## src/bba_pkg.sv

```systemverilog
`default_nettype none

package bba_pkg;

	localparam int WORD_W  = 64;
	localparam int WORD_LG = 6;
	localparam int REQ_W   = 2;
	localparam int IDX_W   = 10;
	localparam int RES_W   = 10;
	localparam int COUNT_W = 11;
	localparam int STAT_W  = 2;

	localparam logic [COUNT_W-1:0] COUNT_MAX      = '1;
	localparam logic [RES_W-1:0]   RESERVED_RESET = 10'd10;

	localparam logic [REQ_W-1:0] REQ_ALLOC  = 2'd0;
	localparam logic [REQ_W-1:0] REQ_FREE   = 2'd1;
	localparam logic [REQ_W-1:0] REQ_FORMAT = 2'd2;

	localparam logic [STAT_W-1:0] STAT_OK      = 2'd0;
	localparam logic [STAT_W-1:0] STAT_NOFREE  = 2'd1;
	localparam logic [STAT_W-1:0] STAT_RANGE   = 2'd2;
	localparam logic [STAT_W-1:0] STAT_ISFREE  = 2'd3;

	typedef enum logic [2:0] {
		ST_IDLE,
		ST_START,
		ST_SCAN,
		ST_FCHK,
		ST_DONE
	} state_t;

	typedef struct packed {
		logic               found;
		logic [WORD_LG-1:0] bit_idx;
	} find_t;

endpackage

`default_nettype wire

```

## src/bba_find.sv

```systemverilog
`default_nettype none

module bba_find
	import bba_pkg::*;
(
	input  wire logic [WORD_W-1:0] avail,
	output find_t                  res
);

	logic [WORD_W-1:0] lowest;

	always_comb begin
		lowest      = avail & (~avail + WORD_W'(1));
		res.found   = |avail;
		res.bit_idx = '0;
		for (int i = 0; i < WORD_W; i++) begin
			if (lowest[i]) begin
				res.bit_idx = res.bit_idx | WORD_LG'(i);
			end
		end
	end

endmodule

`default_nettype wire

```

## src/bitmap_block_allocator.sv

```systemverilog
// First-fit block allocator over a one-bit-per-block usage map.
// Input channel (in_valid/in_ready) carries one request per beat: allocate,
// free or format. Output channel (out_valid/out_ready) returns one beat per
// request with the status, the granted block and the free count afterwards.
// The reserved-block register is written through cfg_wr_en/cfg_wr_data and
// takes effect for bounds at once and for the map at the next format.
// The map sits in a memory of 64-bit words with a registered read. An
// allocate reads one word per cycle from the word holding the reserved
// boundary upward until it finds a free bit or reaches the last word. A
// free reads and rewrites the word holding the block.
// One request is worked on at a time; the next is accepted as soon as the
// previous result has moved into the output register, even if the receiver
// has not yet taken it. When the receiver stalls, the output register holds
// and a finished result waits inside, so input stalls after one more beat.
// Format and reset clear the per-word valid bits, so an unwritten word
// reads as the reserved pattern of the last format.
// After reset the reserved count is 10 and the free count is total minus 10.

`default_nettype none

module bitmap_block_allocator
	import bba_pkg::*;
#(
	parameter int NUM_BLOCKS = 1024
) (
	input  wire logic               clk,
	input  wire logic               arst_n,
	input  wire logic               in_valid,
	output logic                    in_ready,
	input  wire logic [REQ_W-1:0]   req_type,
	input  wire logic [IDX_W-1:0]   block_index,
	output logic                    out_valid,
	input  wire logic               out_ready,
	output logic [STAT_W-1:0]       status,
	output logic [RES_W-1:0]        alloc_block,
	output logic [COUNT_W-1:0]      free_count,
	input  wire logic               cfg_wr_en,
	input  wire logic [RES_W-1:0]   cfg_wr_data
);

	localparam int NW  = (NUM_BLOCKS + WORD_W - 1) / WORD_W;
	localparam int AW  = (NW > 1) ? $clog2(NW) : 1;
	localparam int NBW = $clog2(NUM_BLOCKS + 1);
	localparam int XW  = ((NBW > RES_W) ? NBW : RES_W) + 1;

	localparam logic [XW-1:0] NUM_X = XW'(NUM_BLOCKS);
	localparam logic [XW-1:0] RESET_LIM =
		(XW'(RESERVED_RESET) > NUM_X) ? NUM_X : XW'(RESERVED_RESET);

	function automatic logic [WORD_W-1:0] below_mask(input logic [XW-1:0] base,
		input logic [XW-1:0] lim);
		logic [XW-1:0]     d;
		logic [WORD_W-1:0] m;
		if (lim <= base) begin
			m = '0;
		end else begin
			d = lim - base;
			if (d >= XW'(WORD_W)) begin
				m = '1;
			end else begin
				m = ~({WORD_W{1'b1}} << d[WORD_LG-1:0]);
			end
		end
		return m;
	endfunction

	state_t state_q, state_d;

	logic [RES_W-1:0]   reserved_q;
	logic [COUNT_W-1:0] count_q, count_d;
	logic [NW-1:0]      valid_q;
	logic [XW-1:0]      fmt_lim_q;
	logic               fmt_go;

	logic [REQ_W-1:0]   req_q;
	logic [IDX_W-1:0]   blk_q;

	logic [WORD_W-1:0] mem [NW];
	logic [WORD_W-1:0] mem_rd_s1;
	logic [AW-1:0]     w_s1, w_d;
	logic              rd_en, wr_en;
	logic [AW-1:0]     rd_addr;
	logic [WORD_W-1:0] wr_data;

	logic [STAT_W-1:0] res_status_q, res_status_d;
	logic [RES_W-1:0]  res_alloc_q, res_alloc_d;
	logic              res_ld, out_ld;

	logic [XW-1:0]     res_x, blk_x, base, lim;
	logic [WORD_W-1:0] eff, avail;
	find_t             fres;
	logic              last_w;

	assign in_ready = (state_q == ST_IDLE);
	assign res_x    = XW'(reserved_q);
	assign blk_x    = XW'(blk_q);
	assign base     = XW'(w_s1) << WORD_LG;
	assign lim      = (res_x > NUM_X) ? NUM_X : res_x;
	assign last_w   = (w_s1 == AW'(NW - 1));
	assign eff      = valid_q[w_s1] ? mem_rd_s1 : below_mask(base, fmt_lim_q);
	assign avail    = ~eff & ~below_mask(base, res_x) & below_mask(base, NUM_X);

	bba_find u_find (
		.avail (avail),
		.res   (fres)
	);

	always_comb begin
		state_d      = state_q;
		count_d      = count_q;
		w_d          = w_s1;
		rd_en        = 1'b0;
		rd_addr      = w_s1 + AW'(1);
		wr_en        = 1'b0;
		wr_data      = eff;
		fmt_go       = 1'b0;
		res_ld       = 1'b0;
		res_status_d = STAT_OK;
		res_alloc_d  = '0;
		out_ld       = 1'b0;
		case (state_q)
			ST_IDLE: begin
				if (in_valid) begin
					state_d = ST_START;
				end
			end
			ST_START: begin
				case (req_q)
					REQ_ALLOC: begin
						if (res_x >= NUM_X) begin
							res_ld       = 1'b1;
							res_status_d = STAT_NOFREE;
							state_d      = ST_DONE;
						end else begin
							rd_en   = 1'b1;
							rd_addr = AW'(res_x >> WORD_LG);
							w_d     = AW'(res_x >> WORD_LG);
							state_d = ST_SCAN;
						end
					end
					REQ_FREE: begin
						if (blk_x < res_x || blk_x >= NUM_X) begin
							res_ld       = 1'b1;
							res_status_d = STAT_RANGE;
							state_d      = ST_DONE;
						end else begin
							rd_en   = 1'b1;
							rd_addr = AW'(blk_x >> WORD_LG);
							w_d     = AW'(blk_x >> WORD_LG);
							state_d = ST_FCHK;
						end
					end
					REQ_FORMAT: begin
						fmt_go  = 1'b1;
						count_d = COUNT_W'(NUM_X - lim);
						res_ld  = 1'b1;
						state_d = ST_DONE;
					end
					default: begin
						res_ld  = 1'b1;
						state_d = ST_DONE;
					end
				endcase
			end
			ST_SCAN: begin
				if (fres.found) begin
					wr_en       = 1'b1;
					wr_data     = eff | (WORD_W'(1) << fres.bit_idx);
					res_ld      = 1'b1;
					res_alloc_d = RES_W'(base + XW'(fres.bit_idx));
					if (count_q != '0) begin
						count_d = count_q - COUNT_W'(1);
					end
					state_d = ST_DONE;
				end else if (last_w) begin
					res_ld       = 1'b1;
					res_status_d = STAT_NOFREE;
					state_d      = ST_DONE;
				end else begin
					rd_en   = 1'b1;
					w_d     = w_s1 + AW'(1);
				end
			end
			ST_FCHK: begin
				res_ld = 1'b1;
				if (!eff[blk_q[WORD_LG-1:0]]) begin
					res_status_d = STAT_ISFREE;
				end else begin
					wr_en   = 1'b1;
					wr_data = eff & ~(WORD_W'(1) << blk_q[WORD_LG-1:0]);
					if (count_q != COUNT_MAX) begin
						count_d = count_q + COUNT_W'(1);
					end
				end
				state_d = ST_DONE;
			end
			ST_DONE: begin
				if (!out_valid || out_ready) begin
					out_ld  = 1'b1;
					state_d = ST_IDLE;
				end
			end
			default: begin
				state_d = ST_IDLE;
			end
		endcase
	end

	always_ff @(posedge clk or negedge arst_n) begin
		if (!arst_n) begin
			state_q    <= ST_IDLE;
			reserved_q <= RESERVED_RESET;
			count_q    <= COUNT_W'(NUM_X - RESET_LIM);
			valid_q    <= '0;
			fmt_lim_q  <= RESET_LIM;
			out_valid  <= 1'b0;
		end else begin
			state_q <= state_d;
			count_q <= count_d;
			if (cfg_wr_en) begin
				reserved_q <= cfg_wr_data;
			end
			if (fmt_go) begin
				valid_q   <= '0;
				fmt_lim_q <= lim;
			end else if (wr_en) begin
				valid_q[w_s1] <= 1'b1;
			end
			if (out_ld) begin
				out_valid <= 1'b1;
			end else if (out_ready) begin
				out_valid <= 1'b0;
			end
		end
	end

	always_ff @(posedge clk) begin
		if (in_valid && in_ready) begin
			req_q <= req_type;
			blk_q <= block_index;
		end
		w_s1 <= w_d;
		if (res_ld) begin
			res_status_q <= res_status_d;
			res_alloc_q  <= res_alloc_d;
		end
		if (out_ld) begin
			status      <= res_status_q;
			alloc_block <= res_alloc_q;
			free_count  <= count_q;
		end
	end

	always_ff @(posedge clk) begin
		if (rd_en) begin
			mem_rd_s1 <= mem[rd_addr];
		end
		if (wr_en) begin
			mem[w_s1] <= wr_data;
		end
	end

	assert property (@(posedge clk) disable iff (!arst_n)
		wr_en |-> (state_q == ST_SCAN || state_q == ST_FCHK))
		else $error("Map written outside a read-modify-write state.");

	assert property (@(posedge clk) disable iff (!arst_n)
		(state_q == ST_START && req_q == REQ_FORMAT) |=> (valid_q == '0))
		else $error("Format did not invalidate the map words.");

	assert property (@(posedge clk) disable iff (!arst_n)
		(out_valid && status == STAT_OK && alloc_block != '0 && NUM_BLOCKS <= 1024)
		|-> (alloc_block >= reserved_q))
		else $error("Granted block lies in the reserved area.");

	assert property (@(posedge clk) disable iff (!arst_n)
		(state_q == ST_DONE && out_valid && !out_ready) |=> (state_q == ST_DONE))
		else $error("Result left the done state while the output was stalled.");

endmodule

`default_nettype wire
```

## config.mk

```make
export PLATFORM = sky130hd
export DESIGN_NAME = bitmap_block_allocator
export DESIGN_NICKNAME = d
export VERILOG_FILES = /design/src/bba_pkg.sv /design/src/bba_find.sv /design/src/bitmap_block_allocator.sv
export SDC_FILE = /design/constraint.sdc
export NUM_CORES = 2
export LEC_CHECK = 0
export BUFFER_PORTS_ARGS = -buffer_cell sky130_fd_sc_hd__buf_2
export CAP_MARGIN = 25
export CORE_MARGIN = 2
export CORE_UTILIZATION = 42
export DETAILED_ROUTE_END_ITERATION = 10
export MAX_ROUTING_LAYER = met4
export PLACE_DENSITY = 0.62
export SLEW_MARGIN = 20
export SYNTH_ARGS = -nofsm -noshare
export SYNTH_HDL_FRONTEND = slang
export SYNTH_HIERARCHICAL = 1
export SYNTH_SLANG_ARGS = --single-unit
```

## constraint.sdc

```tcl
create_clock -name clk -period 6.6 [get_ports clk]
set_clock_uncertainty 0.2 [all_clocks]
set_input_delay 0.99 -clock clk [delete_from_list [all_inputs] [get_ports clk]]
set_output_delay 0.99 -clock clk [all_outputs]
set_load 0.01 [all_outputs]
```

==> impl_metrics.csv <==
group,metric,value,unit
final_layout,final_nets,4692,
final_layout,drive_gt1_frac,0.222,
clocking,cts_made_buffers,117,
floorplan,design.core.area,122000,sq um
setup_path,cp.arrival,6.90,ns
grt,grt_max_degree,95,
run_status,outcome,"finished clean",
setup_path,cp-start-kind,"flop",
grt,antenna_found_initial,1,
route,antenna_left,0,
final_layout,n_fill_cell,10473,
yosys,syn-num-nets,4139,
clocking,cts_max_path_buffers,3,
yosys,synth-main-ff-cell,"edfxtp_1",
place,gp_congestion,1.13,
yosys,synth-seq-cells,1190,
final_layout,area_growth,22.2,%
clocking,cts-root-buf,"clkbuf_16",
route,via_per_inst,6.16,
route,wl_met1,77400,um
timing,setup_viol,0,
floorplan,die_area,126000,sq um
route,drt_iter0_markers,4950,
route,routed_wl,189000,um
yosys,synth-edff-count,1139,
floorplan,ioPinCount,52,
route,drc,0,
clocking,cts_tree,"yes",
yosys,seq_area_frac_synth,0.686,
clocking,cts.htree.levels,3,
final_layout,finalNonFillerCells,6353,
floorplan,floorplan.initialDensity,0.424,
power_and_ir_drop,p_leak,22.8,nW
grt,grt_pass1_wl,267000,um
setup_path,end_kind,"flop",
yosys,avgSynthCellArea,12.7,sq um
hold_path,hp-class,"reg2reg",
yosys,syn_inst,4074,
timing,tns,0,ns
yosys,ys_async_sr_fraction,0.0429,
grt,overflow,0,
route,firstDrtPassIters,8,
power_and_ir_drop,p_per_area,466,nW/um^2
timing,max_slew_margin,0.119,
timing,period_needed,6.53,ns
clocking,cts_sinks,1190,
clocking,clk_latency,0.74,ns
timing,max_freq,153,MHz
place,dp_hpwl,121000,um
place,post-place-ws,-0.373,ns
grt,track_usage,0.302,
route,vias,39112,
timing,slew_violations,0,
place,dpl.cell_count,6101,
route,wl_met2,84500,um
yosys,syn_area,51800,sq um
floorplan,die_h,355,um
setup_path,cp.required,6.97,ns
route,top_layer,"met4",
clocking,cts_hold_buf,0,
route,wire_per_inst,29.7,um
timing,setup_slack,0.0676,ns
clocking,clk_pin_slew,0.06,ns
floorplan,dieWidth,355,um
setup_path,crit_path_max_fanout,16,
timing,hold_viol,0,
timing,tightest_slew,1.32,ns
place,place.port_buffers,51,
yosys,yosysWarnings,6,
floorplan,rows,128,
grt,grt_pass1_vias,36978,
route,dr_wl_met3,17500,um
run,cap_violations,0,
power_and_ir_drop,ir_drop,317,uV
setup_path,crit_type,"reg2reg",
timing,finalCritPeriodShare,0.990,
yosys,synth.distinct_cells,98,
-- where the power goes --
part	switching, mW	internal [mW]	total [mW]
Sequential	0.281	10.2	10.5
Combinational	8.08	4.47	12.5
Clock	2.89	3.60	6.49
Total	11.2	18.2	29.5
-- worst paths after layout --
kind | from | endpoint | slack, ns | depth (start not counted)
max in group asynchronous | arst_n | fmt_lim_q[6] | 5.42 | 2
setup / recovery | w_s1[0] | mem[11][63] | 0.07 | 27
hold / removal | res_alloc_q[3] | alloc_block[3] | 0.22 | 0
hold reg to reg | res_alloc_q[3] | alloc_block[3] | 0.22 | 0
setup reg to reg | w_s1[0] | mem[11][63] | 0.07 | 27
min in group asynchronous | arst_n | fmt_lim_q[2] | 0.25 | 2
-- through the flow --
step                      cell area, sq um  hold WS, ns  power [mW]   util
final                                63200        0.218        29.5  0.518
after floorplan                      51800        0.200        16.2      -
after global routing                 63200        0.227        30.5  0.518
after global placement               58700        0.200        22.3  0.481
after detailed placement             58700        0.205        22.3  0.481
after CTS                            62500        0.219        28.8  0.512
-- per-layer routing --
layer,global-route usage,vias to the layer above
met3,0.0470,434
met4,0.129,0
met5,-,-
li1,-,16792
met2,0.448,2283
met1,0.414,19603
-- placed cells by master (no fill, tap or decap), drive strengths merged, types with 25 or more instances in the layout --
master | Yosys | final
edfxtp | 1139 | 1139
inv | 78 | 83
clkinv | 3 | 63
nand2 | 905 | 905
a32oi | 66 | 66
clkbuf | 212 | 143
o21ai | 91 | 91
o221ai | 194 | 194
dfrtp | 39 | 39
nor4 | 25 | 25
a211oi | 97 | 97
nor3 | 66 | 66
ha | 35 | 35
buf | 53 | 697
a41oi | 29 | 29
nand3 | 168 | 168
nor2 | 139 | 139
mux2i | 75 | 75
a21oi | 220 | 220
-- cell usage after synthesis, types with 20 or more instances --
cell,number,area share
a211oi_1,96,0.014
a21oi_1,218,0.021
a22o_1,23,0.0039
a32oi_1,66,0.011
a41oi_1,29,0.0049
and2_1,21,0.0025
buf_2,25,0.0024
clkbuf_1,212,0.015
dfrtp_1,39,0.019
edfxtp_1,1139,0.66
ha_1,35,0.0085
inv_1,77,0.0056
mux2i_1,75,0.015
nand2_1,903,0.065
nand3_1,167,0.016
nand4_1,20,0.0024
nor2_1,133,0.0096
nor3_1,65,0.0063
nor4_1,24,0.0029
o21ai_0,82,0.0079
o221ai_1,194,0.033
-- worst max-delay path, stage by stage, from the launching register on --
cell and delay (ns):
edfxtp_1 0.44, ha_2 0.23, fa_2 0.34, nand2b_4 0.17, a21oi_4 0.22, o41ai_4 0.13
buf_12 0.16, nor3_4 0.22, buf_12 0.16, buf_4 0.12, a22o_1 0.27, a211oi_1 0.12
or3_1 0.42, or3_4 0.37, nor4_4 0.31, buf_4 0.18, nand2_2 0.08, buf_4 0.17
o32a_1 0.31, buf_4 0.15, o2111a_1 0.15, nand4_1 0.18, buf_4 0.17, and3_1 0.20
buf_4 0.25, a21oi_1 0.09, a21oi_1 0.27, buf_4 0.29
-- flip-flops by register name, indices dropped and copies added, names as in the netlist --
name / cells
alloc_block: 10
blk_q: 10
count_q: 11
fmt_lim_q: 10
free_count: 11
mem: 1024
mem_rd_s1: 64
out_valid: 1
req_q: 2
res_alloc_q: 10
res_status_q: 2
reserved_q: 10
state_q: 3
status: 2
valid_q: 16
w_s1: 4
-- area by class of cell --
class	count	area [sq um]	share of cell area
Tap cell	1625	2030	0.0321
Sequential cell	1190	35500	0.561
Clock inverter	77	672	0.0106
Timing Repair Buffer	699	6110	0.0966
Antenna cell	2	5.00	0.0000791
Inverter	81	344	0.00544
Multi-Input combinational cell	2538	15500	0.246
Clock buffer	141	3040	0.0481
-- cells by family (layout without fill, tap and decap cells) --
group                      count (synthesis)  count (layout)  synth area share
AOI/OAI and AO/OA                        935             935             0.133
xor gates and xnor gates                  15              15           0.00254
adders and majority gates                 38              38           0.00962
buffers and inverters                    346             998            0.0264
DFF                                     1190            1190             0.686
muxes                                     99              99            0.0205
other                                      0               2                 0
and+or+nand+nor                         1451            1451             0.122
-- repair_timing --
action | 4_1_cts | 5_1_grt
gates cloned | 0 | 11
resized for setup | 17 | 113
endpoints found under the setup margin | 448 | 1248
buffers inserted | 0 | 20
pin swaps | 1 | 8
Power figures use the tool's default switching activity.
